$ cat src/idle_timeout_packet_receiver_crc16_defines.svh
// Assertion macros shared by the idle timeout packet receiver.
`ifndef IDLE_TIMEOUT_PACKET_RECEIVER_CRC16_DEFINES_SVH
`define IDLE_TIMEOUT_PACKET_RECEIVER_CRC16_DEFINES_SVH

// Same-cycle implication, sampled on i_clk and disabled while i_rst_n is low.
`define ITPRC_ASSERT_IMP(lbl, ante, cons) \
    lbl: assert property (@(posedge i_clk) disable iff (!i_rst_n) (ante) |-> (cons)) \
        else $error("itprc assertion failed");

// Next-cycle implication, sampled on i_clk and disabled while i_rst_n is low.
`define ITPRC_ASSERT_NXT(lbl, ante, cons) \
    lbl: assert property (@(posedge i_clk) disable iff (!i_rst_n) (ante) |=> (cons)) \
        else $error("itprc assertion failed");

`endif

$ cat src/itprc_pkg.sv
// Shared constants, types and the CRC step function of the packet receiver.
package itprc_pkg;

    localparam int STORE_DEPTH = 64;
    localparam int ADDR_W = $clog2(STORE_DEPTH);
    localparam int IDX_W = 6;
    localparam logic [7:0] TIMEOUT_RESET = 8'd25;
    localparam logic [15:0] CRC_POLY = 16'h1021;

    typedef enum logic [1:0] {
        ACT_BYTE    = 2'd0,
        ACT_TICK    = 2'd1,
        ACT_RELEASE = 2'd2,
        ACT_READ    = 2'd3
    } t_action;

    typedef enum logic [2:0] {
        S_IDLE,
        S_EXEC,
        S_SCAN,
        S_DRAIN,
        S_CHECK,
        S_POST
    } t_state;

    typedef struct packed {
        logic capture;
        logic wr_byte;
        logic tick;
        logic release_pkt;
        logic rd_req;
        logic scan_start;
        logic scan_step;
        logic check;
        logic load_out;
    } t_dp_cmd;

    typedef struct packed {
        logic close_due;
        logic scan_last;
    } t_dp_stat;

    function automatic logic [15:0] crc_feed(input logic [15:0] crc, input logic [7:0] data);
        logic [15:0] c;
        c = crc ^ {data, 8'h00};
        for (int k = 0; k < 8; k++) begin
            if (c[15]) begin
                c = {c[14:0], 1'b0} ^ CRC_POLY;
            end else begin
                c = {c[14:0], 1'b0};
            end
        end
        return c;
    endfunction

endpackage

$ cat src/idle_timeout_packet_receiver_crc16.sv
// Top level of the idle timeout packet receiver with CRC-16/XMODEM check.
//
// Each transaction carries one action (store a received byte, a millisecond
// tick, a host release, or a store read) and returns one result with the
// block status after that action. A byte, release, read or non-closing tick
// passes through the execute and post states from acceptance to a loaded
// result. A tick that closes a packet walks the packet's bytes in the 64-byte
// store through its single read port one byte per cycle into the CRC
// accumulator, then compares. The store is cleared at once through per-entry
// valid bits, so reset and flushes need no clearing pass. One transaction
// is processed at a time; a finished result waits in the output register
// while the next transaction is accepted.
`include "idle_timeout_packet_receiver_crc16_defines.svh"

module idle_timeout_packet_receiver_crc16 (
    input  logic                        i_clk,
    input  logic                        i_rst_n,
    input  logic                        i_cfg_we,
    input  logic [7:0]                  i_cfg_wdata,
    input  logic                        i_valid,
    output logic                        o_stall,
    input  logic [1:0]                  i_action,
    input  logic [7:0]                  i_rx_byte,
    input  logic [itprc_pkg::IDX_W-1:0] i_read_index,
    output logic                        o_valid,
    input  logic                        i_stall,
    output logic [7:0]                  o_read_data,
    output logic                        o_packet_closed,
    output logic                        o_data_available,
    output logic [itprc_pkg::IDX_W-1:0] o_packet_length,
    output logic                        o_crc_match,
    output logic [15:0]                 o_computed_crc,
    output logic [15:0]                 o_carried_crc,
    output logic                        o_error_code,
    output logic                        o_timer_running
);
    import itprc_pkg::*;

    t_dp_cmd  s_cmd;
    t_dp_stat s_stat;

    itprc_ctrl u_ctrl (
        .i_clk   (i_clk),
        .i_rst_n (i_rst_n),
        .i_valid (i_valid),
        .o_stall (o_stall),
        .o_valid (o_valid),
        .i_stall (i_stall),
        .i_action(i_action),
        .i_stat  (s_stat),
        .o_cmd   (s_cmd)
    );

    itprc_dp u_dp (
        .i_clk           (i_clk),
        .i_rst_n         (i_rst_n),
        .i_cfg_we        (i_cfg_we),
        .i_cfg_wdata     (i_cfg_wdata),
        .i_rx_byte       (i_rx_byte),
        .i_read_index    (i_read_index),
        .i_cmd           (s_cmd),
        .o_stat          (s_stat),
        .o_read_data     (o_read_data),
        .o_packet_closed (o_packet_closed),
        .o_data_available(o_data_available),
        .o_packet_length (o_packet_length),
        .o_crc_match     (o_crc_match),
        .o_computed_crc  (o_computed_crc),
        .o_carried_crc   (o_carried_crc),
        .o_error_code    (o_error_code),
        .o_timer_running (o_timer_running)
    );

    `ITPRC_ASSERT_NXT(a_accept_then_busy, i_valid && !o_stall, o_stall)
    `ITPRC_ASSERT_IMP(a_scan_while_busy, s_cmd.scan_step, o_stall && !s_cmd.load_out)
    `ITPRC_ASSERT_IMP(a_avail_needs_match, o_valid && o_data_available, o_crc_match)
    `ITPRC_ASSERT_IMP(a_close_stops_timer, o_valid && o_packet_closed, !o_timer_running)

endmodule

$ cat src/itprc_ram.sv
// Generic single write port, single read port RAM with registered read data.
module itprc_ram #(
    parameter int WIDTH = 8,
    parameter int DEPTH = 64
) (
    input  logic                     i_clk,
    input  logic                     i_we,
    input  logic [$clog2(DEPTH)-1:0] i_waddr,
    input  logic [WIDTH-1:0]         i_wdata,
    input  logic                     i_re,
    input  logic [$clog2(DEPTH)-1:0] i_raddr,
    output logic [WIDTH-1:0]         o_rdata
);

    logic [WIDTH-1:0] r_mem [DEPTH];
    logic [WIDTH-1:0] r_rdata;

    always_ff @(posedge i_clk) begin
        if (i_we) begin
            r_mem[i_waddr] <= i_wdata;
        end
        if (i_re) begin
            r_rdata <= r_mem[i_raddr];
        end
    end

    assign o_rdata = r_rdata;

endmodule

$ cat src/itprc_ctrl.sv
// Controller state machine: transaction handshake and datapath sequencing.
module itprc_ctrl (
    input  logic                i_clk,
    input  logic                i_rst_n,
    input  logic                i_valid,
    output logic                o_stall,
    output logic                o_valid,
    input  logic                i_stall,
    input  logic [1:0]          i_action,
    input  itprc_pkg::t_dp_stat i_stat,
    output itprc_pkg::t_dp_cmd  o_cmd
);
    import itprc_pkg::*;

    t_state  r_state, n_state;
    t_action r_action, n_action;
    logic    r_out_valid, n_out_valid;
    t_dp_cmd s_cmd;

    always_ff @(posedge i_clk) begin
        if (!i_rst_n) begin
            r_state     <= S_IDLE;
            r_action    <= ACT_BYTE;
            r_out_valid <= 1'b0;
        end else begin
            r_state     <= n_state;
            r_action    <= n_action;
            r_out_valid <= n_out_valid;
        end
    end

    always_comb begin
        n_state  = r_state;
        n_action = r_action;
        s_cmd    = '0;
        case (r_state)
            S_IDLE: begin
                if (i_valid) begin
                    s_cmd.capture = 1'b1;
                    n_action      = t_action'(i_action);
                    n_state       = S_EXEC;
                end
            end
            S_EXEC: begin
                n_state = S_POST;
                case (r_action)
                    ACT_BYTE:    s_cmd.wr_byte = 1'b1;
                    ACT_TICK: begin
                        s_cmd.tick = 1'b1;
                        if (i_stat.close_due) begin
                            s_cmd.scan_start = 1'b1;
                            n_state          = S_SCAN;
                        end
                    end
                    ACT_RELEASE: s_cmd.release_pkt = 1'b1;
                    ACT_READ:    s_cmd.rd_req = 1'b1;
                    default:     n_state = S_POST;
                endcase
            end
            S_SCAN: begin
                s_cmd.scan_step = 1'b1;
                if (i_stat.scan_last) begin
                    n_state = S_DRAIN;
                end
            end
            S_DRAIN: begin
                n_state = S_CHECK;
            end
            S_CHECK: begin
                s_cmd.check = 1'b1;
                n_state     = S_POST;
            end
            S_POST: begin
                if (!r_out_valid || !i_stall) begin
                    s_cmd.load_out = 1'b1;
                    n_state        = S_IDLE;
                end
            end
            default: begin
                n_state = S_IDLE;
            end
        endcase

        if (s_cmd.load_out) begin
            n_out_valid = 1'b1;
        end else if (r_out_valid && !i_stall) begin
            n_out_valid = 1'b0;
        end else begin
            n_out_valid = r_out_valid;
        end
    end

    assign o_stall = (r_state != S_IDLE);
    assign o_valid = r_out_valid;
    assign o_cmd   = s_cmd;

endmodule

$ cat src/itprc_dp.sv
// Datapath: packet store, idle timer, CRC accumulator, flags and result register.
module itprc_dp (
    input  logic                            i_clk,
    input  logic                            i_rst_n,
    input  logic                            i_cfg_we,
    input  logic [7:0]                      i_cfg_wdata,
    input  logic [7:0]                      i_rx_byte,
    input  logic [itprc_pkg::IDX_W-1:0]     i_read_index,
    input  itprc_pkg::t_dp_cmd              i_cmd,
    output itprc_pkg::t_dp_stat             o_stat,
    output logic [7:0]                      o_read_data,
    output logic                            o_packet_closed,
    output logic                            o_data_available,
    output logic [itprc_pkg::IDX_W-1:0]     o_packet_length,
    output logic                            o_crc_match,
    output logic [15:0]                     o_computed_crc,
    output logic [15:0]                     o_carried_crc,
    output logic                            o_error_code,
    output logic                            o_timer_running
);
    import itprc_pkg::*;

    logic [7:0]             r_timeout;
    logic [7:0]             r_rx_byte;
    logic [IDX_W-1:0]       r_ridx;
    logic [ADDR_W-1:0]      r_wi;
    logic [STORE_DEPTH-1:0] r_vld;
    logic                   r_error;
    logic                   r_released;
    logic                   r_available;
    logic                   r_match;
    logic [15:0]            r_crc;
    logic [15:0]            r_carried;
    logic [7:0]             r_count;
    logic                   r_running;
    logic                   r_closed;
    logic                   r_rd_hit;
    logic                   r_q_ok;
    logic [ADDR_W-1:0]      r_scan_addr;
    logic                   r_feed_en;
    logic [ADDR_W-1:0]      r_feed_pos;

    logic [7:0]             r_o_read_data;
    logic                   r_o_closed;
    logic                   r_o_available;
    logic [IDX_W-1:0]       r_o_length;
    logic                   r_o_match;
    logic [15:0]            r_o_crc;
    logic [15:0]            r_o_carried;
    logic                   r_o_error;
    logic                   r_o_running;

    logic                   s_ram_we;
    logic                   s_ram_re;
    logic [ADDR_W-1:0]      s_raddr;
    logic [7:0]             s_ram_q;
    logic [7:0]             s_byte;
    logic                   s_timeout_hit;
    logic                   s_in_range;

    assign s_ram_we      = i_cmd.wr_byte && !r_error;
    assign s_ram_re      = i_cmd.rd_req || i_cmd.scan_step;
    assign s_raddr       = i_cmd.scan_step ? r_scan_addr : ADDR_W'(r_ridx);
    assign s_byte        = r_q_ok ? s_ram_q : 8'h00;
    assign s_timeout_hit = r_running && (r_count >= r_timeout);
    assign s_in_range    = (int'(r_ridx) < STORE_DEPTH);

    assign o_stat.close_due = s_timeout_hit && (r_wi != '0);
    assign o_stat.scan_last = (r_scan_addr == (r_wi - ADDR_W'(1)));

    itprc_ram #(
        .WIDTH(8),
        .DEPTH(STORE_DEPTH)
    ) u_store (
        .i_clk  (i_clk),
        .i_we   (s_ram_we),
        .i_waddr(r_wi),
        .i_wdata(r_rx_byte),
        .i_re   (s_ram_re),
        .i_raddr(s_raddr),
        .o_rdata(s_ram_q)
    );

    always_ff @(posedge i_clk) begin
        if (i_cmd.capture) begin
            r_rx_byte <= i_rx_byte;
            r_ridx    <= i_read_index;
        end
        if (s_ram_re) begin
            r_feed_pos <= r_scan_addr;
        end
        if (i_cmd.load_out) begin
            r_o_read_data <= (r_rd_hit && s_in_range) ? s_byte : 8'h00;
            r_o_closed    <= r_closed;
            r_o_available <= r_available;
            r_o_length    <= IDX_W'(r_wi);
            r_o_match     <= r_match;
            r_o_crc       <= r_crc;
            r_o_carried   <= r_carried;
            r_o_error     <= r_error;
            r_o_running   <= r_running;
        end
    end

    always_ff @(posedge i_clk) begin
        if (!i_rst_n) begin
            r_timeout   <= TIMEOUT_RESET;
            r_wi        <= '0;
            r_vld       <= '0;
            r_error     <= 1'b0;
            r_released  <= 1'b0;
            r_available <= 1'b0;
            r_match     <= 1'b0;
            r_crc       <= '0;
            r_carried   <= '0;
            r_count     <= '0;
            r_running   <= 1'b0;
            r_closed    <= 1'b0;
            r_rd_hit    <= 1'b0;
            r_q_ok      <= 1'b0;
            r_scan_addr <= '0;
            r_feed_en   <= 1'b0;
        end else begin
            if (i_cfg_we) begin
                r_timeout <= i_cfg_wdata;
            end
            if (s_ram_re) begin
                r_q_ok <= r_vld[s_raddr];
            end
            r_feed_en <= i_cmd.scan_step;

            if (i_cmd.capture) begin
                r_closed <= 1'b0;
                r_rd_hit <= 1'b0;
            end
            if (i_cmd.rd_req) begin
                r_rd_hit <= 1'b1;
            end

            if (i_cmd.wr_byte) begin
                if (!r_error) begin
                    r_vld[r_wi] <= 1'b1;
                    if (int'(r_wi) == STORE_DEPTH - 1) begin
                        r_wi <= '0;
                    end else begin
                        r_wi <= r_wi + ADDR_W'(1);
                    end
                end
                r_count   <= '0;
                r_running <= 1'b1;
            end

            if (i_cmd.tick && r_running) begin
                if (s_timeout_hit) begin
                    r_running <= 1'b0;
                    r_count   <= '0;
                end else begin
                    r_count <= r_count + 8'd1;
                end
            end

            if (i_cmd.release_pkt) begin
                r_vld       <= '0;
                r_wi        <= '0;
                r_available <= 1'b0;
                r_released  <= 1'b1;
                r_error     <= 1'b0;
            end

            if (i_cmd.scan_start) begin
                r_closed    <= 1'b1;
                r_crc       <= '0;
                r_carried   <= '0;
                r_scan_addr <= '0;
                if (!r_released) begin
                    r_error <= 1'b1;
                end
            end

            if (i_cmd.scan_step) begin
                r_scan_addr <= r_scan_addr + ADDR_W'(1);
            end

            if (r_feed_en) begin
                if (({1'b0, r_feed_pos} + (ADDR_W + 1)'(2)) < {1'b0, r_wi}) begin
                    r_crc <= crc_feed(r_crc, s_byte);
                end else if (r_wi >= ADDR_W'(2)) begin
                    r_carried <= {r_carried[7:0], s_byte};
                end
            end

            if (i_cmd.check) begin
                r_released <= 1'b0;
                if (r_crc == r_carried) begin
                    r_match     <= 1'b1;
                    r_available <= 1'b1;
                end else begin
                    r_match     <= 1'b0;
                    r_vld       <= '0;
                    r_wi        <= '0;
                    r_available <= 1'b0;
                    r_error     <= 1'b0;
                end
            end
        end
    end

    assign o_read_data      = r_o_read_data;
    assign o_packet_closed  = r_o_closed;
    assign o_data_available = r_o_available;
    assign o_packet_length  = r_o_length;
    assign o_crc_match      = r_o_match;
    assign o_computed_crc   = r_o_crc;
    assign o_carried_crc    = r_o_carried;
    assign o_error_code     = r_o_error;
    assign o_timer_running  = r_o_running;

endmodule
$ cat config.mk
export PLATFORM = sky130hd
export DESIGN_NAME = idle_timeout_packet_receiver_crc16
export DESIGN_NICKNAME = d
export VERILOG_FILES = /design/src/itprc_pkg.sv /design/src/idle_timeout_packet_receiver_crc16.sv /design/src/itprc_ram.sv /design/src/itprc_ctrl.sv /design/src/itprc_dp.sv
export VERILOG_INCLUDE_DIRS = /design/src /design/src/src
export SDC_FILE = /design/constraint.sdc
export NUM_CORES = 1
export LEC_CHECK = 0
export BUFFER_PORTS_ARGS = -buffer_cell sky130_fd_sc_hd__buf_2
export CORE_UTILIZATION = 50
export CTS_CLUSTER_DIAMETER = 100
export CTS_CLUSTER_SIZE = 40
export DETAILED_ROUTE_END_ITERATION = 16
export PLACE_DENSITY = 0.7
export SYNTH_ARGS = -nofsm -noshare
export SYNTH_HDL_FRONTEND = slang
export SYNTH_SLANG_ARGS = --single-unit
$ cat constraint.sdc
create_clock -name i_clk -period 5.65 [get_ports i_clk]
set_clock_uncertainty 0.2 [all_clocks]
set_input_delay 0.2825 -clock i_clk [delete_from_list [all_inputs] [get_ports i_clk]]
set_output_delay 0.2825 -clock i_clk [all_outputs]
set_load 0.005 [all_outputs]
== Word-level counts from Yosys, hierarchy flattened ==
Memory sizes are Yosys's and may differ from the RTL's. A register that Yosys moved wholly into a read port is not among the register bits.
Index checks and enable logic that the tools add are counted.
Storage, ports and cells
  register bits: 210
  latch bits: 0
  bits in writable memories: 512
  ROM bits: 0
  input bits: 29
  output and inout port bits: 53
  word-level logic and storage cells: 187
  memories kept: 1
Memory list
  u_dp.u_store.r_mem: words 64, width 8, read ports 1, clocked after memory_dff 1, wr ports 1, line itprc_ram.sv:15  | logic [WIDTH-1:0] r_mem [DEPTH];
Cells by class
  add/sub/neg operators: 5
  multipliers: 0
  div/mod/pow operators: 0
  magnitude comparators: 6
  eq/ne operators: 14
  shift-type cells: 0
  muxes and demuxes: 95
  bitwise operators: 11
  reduce and logical (&&, ||, !) cells: 24
Operators with widths (number)
  $mux W16: 28
  $mux W64: 5
  $mux W13: 8
  $or A64 B64 Y64: 1
  $mux W6: 9
  $mux W1: 32
  $mux W8: 4
  $not A3 Y3: 8
  $pmux W3 S6: 1
  $eq A16 B16 Y1: 1
  $xor A16 B16 Y16: 1
  $mux W3: 5
  $lt A6 B7 Y1 const B: 2
  $add A6 B1 Y6 const B: 2
  $reduce_bool A2 Y1: 6
  $add A8 B1 Y8 const B: 1
  $ge A8 B8 Y1: 1
  $add A6 B2 Y7 const B: 1
  $lt A7 B6 Y1: 1
  $bmux W1 S6: 1
  $demux W1 S6: 1
  $eq A3 B2 Y1 const B: 2
  $eq A3 B3 Y1 const B: 2
  $eq A6 B1 Y1 const B: 1
  21 further kinds: 31

== Longest topological paths before layout ==
  word-level depth: 41
  gate-level depth with buffers: 13
  depth with buffers taken out: 9

== Hierarchy ==
Synthesis repeated with hierarchy kept, for this count alone.
Second synthesis, totals
  cells, all modules: 1846
  area total of the unflattened synthesis: 29543.3 um2
Modules (own cells, without submodules)
  itprc_ram: instances 1, cells each 940, area an instance 20246.9 um2, seq. area each 15615.0 um2
  itprc_dp: instances 1, cells each 859, area an instance 8921.1 um2, seq. area each 4794.6 um2
  itprc_ctrl: instances 1, cells each 47, area an instance 375.4 um2, seq. area each 120.1 um2

== Least setup slack after synthesis ==
No wires, ideal clock.
  path kind: reg-to-reg
  start: reg u_ctrl.r_state[0]
  end: reg u_dp.r_o_carried[0] (netlist: u_dp.o_carried_crc[0]), enable pin
  library setup time: 0.476 ns
  arrival time: 3.226 ns
  setup slack: 1.748 ns
  cell stages (with the launch flop): 4
  cell sequence: dfxtp_1 -> clkbuf_1 -> nand3b_1 -> a21oi_1
RTL lines
  start: declaration: line itprc_ctrl.sv:15  | t_state r_state, n_state;
  start signal: assignment: line itprc_ctrl.sv:26  | r_state <= n_state;
  end signal: assignment: line itprc_dp.sv:99  | r_o_carried <= r_carried;
  end: declaration: line itprc_dp.sv:49  | logic [15:0] r_o_carried;

== Worst setup path after layout ==
  start: reg u_ctrl.r_state[1]
  end: reg u_dp.u_store.r_rdata[6] (netlist: u_dp.u_store.o_rdata[6]), read port of u_dp.u_store.r_mem (data pin)
Between the ends
  longest elaborated chain between the ends: 3
  elaborated cells between the ends (all ways): 6
  classes of those cells: eq/ne: 2; mux: 3; reduce/logical: 1
RTL lines
  $eq A3 B2 Y1 / $eq A3 B1 Y1 (equally long branches): line itprc_ctrl.sv:36  | case (r_state)
  $mux W1 / $mux W5 (equally long branches): line itprc_ctrl.sv:36
  $mux W6 / $logic_or A1 B1 Y1 (equally long branches): line itprc_dp.sv:63, itprc_dp.sv:62
  end: declaration: line itprc_ram.sv:16  | logic [WIDTH-1:0] r_rdata;
Parallel ways exist; a longest one is shown, timed or not.
A chain may end at the register's enable or synchronous reset.

==> impl_metrics.ini <==
[synth]
synthArstFlopShare = 0
synth_compound_area_frac = 0.0778
syn_area_um2 = 28800
ys_ff_latch = 730
synthAdderAreaFrac = 0.00782
yosysUniqueCellTypes = 70
ys_top_cells_by_area = edfxtp_1, dfxtp_1, nand2_1
yosysTopAreaCell = edfxtp_1
syn_avg_cell_area_um2 = 13.6
syn_inst = 2120
synth_xor_area_frac = 0.0180
synth_top_family_by_area = simple AND/OR/NAND/NOR gates
yosysTopAreaCellShare = 0.616
yosysWarnings = 0
postSynthNetCount = 2167
synth_mux_area_frac = 0.0529
synth_edf_count = 591
synthFlopType = edfxtp_1
ys_seq_area_frac = 0.713
synthSimpleGateAreaFrac = 0.111

[worst_setup_path]
cp_slowest_stage_delay_ns = 1.02
cp_slowest_cell = nor2_2
cp_top_family = simple AND/OR/NAND/NOR gates
start_kind = flop
cp_num_buf_inv = 1
worstPathRequired_ns = 5.84
worstSetupPathType = flop to flop
crit_fanout = 23
arrival_ns = 4.51
worstSetupEndpointType = flop
crit_chain = or3b_1 > buf_4 > mux2_2 > nor2_2 > nand3_1 > nand4_1 > o2111ai_1 > or4_1

[global_routing]
grt_pass1_vias = 17200
gr-total-overflow = 0
groute.usage.overall = 0.242
grt_pass1_wl_um = 108000
antenna_found_initial = 0
grt_start_max_net_pins = 138

[timing]
fmax_mhz = 231
slew_headroom = 0.114
hold_viol = 0
setup_tns_ns = 0
hold_slack_ns = 0.162
period_minus_slack_ns = 4.32
layout_setup_ws_ns = 1.33
tightest_slew_ns = 1.29
rsz0062_at_grt = false
drv_slew = 0
finalCritPeriodShare = 0.765
setup_violations = 0

[clock_network]
cts_resized = 0
htreeDepth = 1
clockBufferDepth = 3
clkTransAtPathRegs_ns = 0.15
clk_latency_ns = 0.63
numCtsBuffers = 23
clockRootBuffer = clkbuf_16
cts_tree = yes
clock_sinks = 730

[cells_and_area]
register_area_um2 = 20500
multi_input_area_um2 = 7760
finish.utilization = 0.551
fin_cells = 2967
antenna_cells = 0
drive_gt1_frac = 0.0855
finish.net_count = 2242
synthToLayoutAreaGrowth_pct = 8.25
fill_cells = 4596

[detailed_routing]
totalWireLength_um = 72100
wire_per_inst_um = 24.3
num_vias = 18100
drc = 0
vias_per_cell = 6.08
first_iter_violations = 2119
firstDrtPassIters = 5
ant_nets = 0

[floorplan]
pin_count = 82
start_util = 0.509
dieArea_um2 = 58500
die_y_um = 242
dieWidth_um = 242
coreArea_um2 = 56600
std_cell_rows = 87

[job]
maxCapViolations = 0

[placed_design]
placedCellCount = 2886
dpl_worst_slack_ns = 1.37
finalWeightedCongestion = 0.898
port_buffers = 81
dpl.hpwl_um = 45500

[power_and_ir_drop]
irDropWorstVdd_v = 0.000242
cellLeakagePower_uw = 0.0105
p_per_area_nw_per_um2 = 286

[min_path]
worstHoldPathType = input pin to flop

[status]
status = completed
## timing repair
item,in CTS,in global routing
buffers inserted,0,0
endpoints found under the setup margin,0,0
endpoints found under the hold margin,34,0
hold buffers,40,0
## power by group
part	internal [µW]	leakage, µW	total [µW]	switching [µW]
clock network	809	0.000340	2380	1570
logic	189	0.00369	631	442
registers	5860	0.00645	5890	28.8
## sequential cells by signal (all words and copies together) (netlist names), 2 cells and up
| signal | flops |
|---|---|
| u_dp.r_rx_byte | 8 |
| u_dp.r_carried | 16 |
| u_dp.r_scan_addr | 6 |
| u_dp.r_feed_pos | 6 |
| u_dp.r_ridx | 6 |
| u_dp.o_read_data | 8 |
| u_dp.u_store.o_rdata | 8 |
| u_dp.r_count | 8 |
| u_dp.u_store.r_mem | 512 |
| u_dp.r_timeout | 8 |
| u_dp.r_crc | 16 |
| u_dp.o_computed_crc | 16 |
| u_dp.r_wi | 6 |
| u_dp.o_carried_crc | 16 |
| u_dp.r_vld | 64 |
| u_ctrl.r_action | 2 |
| u_ctrl.r_state | 3 |
| u_dp.o_packet_length | 6 |
## cells by family (layout without fill, tap and decap cells)
| logic type | count (synthesis) | count (layout) |
|---|---|---|
| flip-flops | 730 | 730 |
| AND/OR/NAND/NOR | 720 | 720 |
| AO/OA/AOI/OAI | 318 | 318 |
| multiplexers | 138 | 138 |
| buffers and inverters | 137 | 228 |
| XOR/XNOR | 59 | 59 |
| adder cells (fa/ha/maj) | 18 | 18 |
## cell type report
type	count	share of cell area
tap	756	0.0304
clock inverter	7	0.00273
inverter	26	0.00313
multi-input combinational	1253	0.249
timing repair buffer	161	0.0363
clock buffer	34	0.0198
sequential	730	0.659
## worst paths after layout
check                                       start                      end  slack [ns]  cells after the start
worst min-delay path                 i_rx_byte[1]        u_dp.r_rx_byte[1]        0.16                      2
worst max-delay path            u_ctrl.r_state[1]  u_dp.u_store.o_rdata[6]        1.33                      8
worst max register to register  u_ctrl.r_state[1]  u_dp.u_store.o_rdata[6]        1.33                      8
worst min register to register       u_dp.r_match         u_dp.o_crc_match        0.25                      0
## layout by cell type, fill, tap and decap left out, types with 24 or more instances in the layout
cell type,instances
a21oi_1,49
buf_4,38
a31oi_1,33
nand2_1,390
inv_1,26
o21ai_0,24
dlygate4sd3_1,40
o21a_1,67
buf_2,81
xor2_1,24
xnor2_1,35
nand4_1,45
o22ai_1,40
edfxtp_1,591
mux2i_1,122
dfxtp_1,139
nand3_1,117
nor2_1,92
## Yosys cell counts (26+ instances only)
master / n
edfxtp_1: 591
nand2_1: 390
dfxtp_1: 139
mux2i_1: 123
nand3_1: 117
nor2_1: 96
clkbuf_1: 75
o21a_1: 67
a21oi_1: 51
nand4_1: 45
o22ai_1: 40
xnor2_1: 35
a31oi_1: 33
inv_1: 26
## per-layer routing
metal / GRT usage / part of all wire / vias up
met1: 0.335 / 0.41 / 8970
li1: - / - / 8036
met5: 0 / 0 / -
met3: 0.0371 / 0.081 / 132
met2: 0.398 / 0.48 / 914
met4: 0.0717 / 0.032 / 0
## per-stage QoR
stage	cell area, µm²	total power, µW
2_1_floorplan	28800	6360
3_3_place_gp	30100	6600
3_5_place_dp	30100	6610
4_1_cts	31200	8910
5_1_grt	31200	9110
6_report	31200	8900
(Power assumes the default switching activity.)
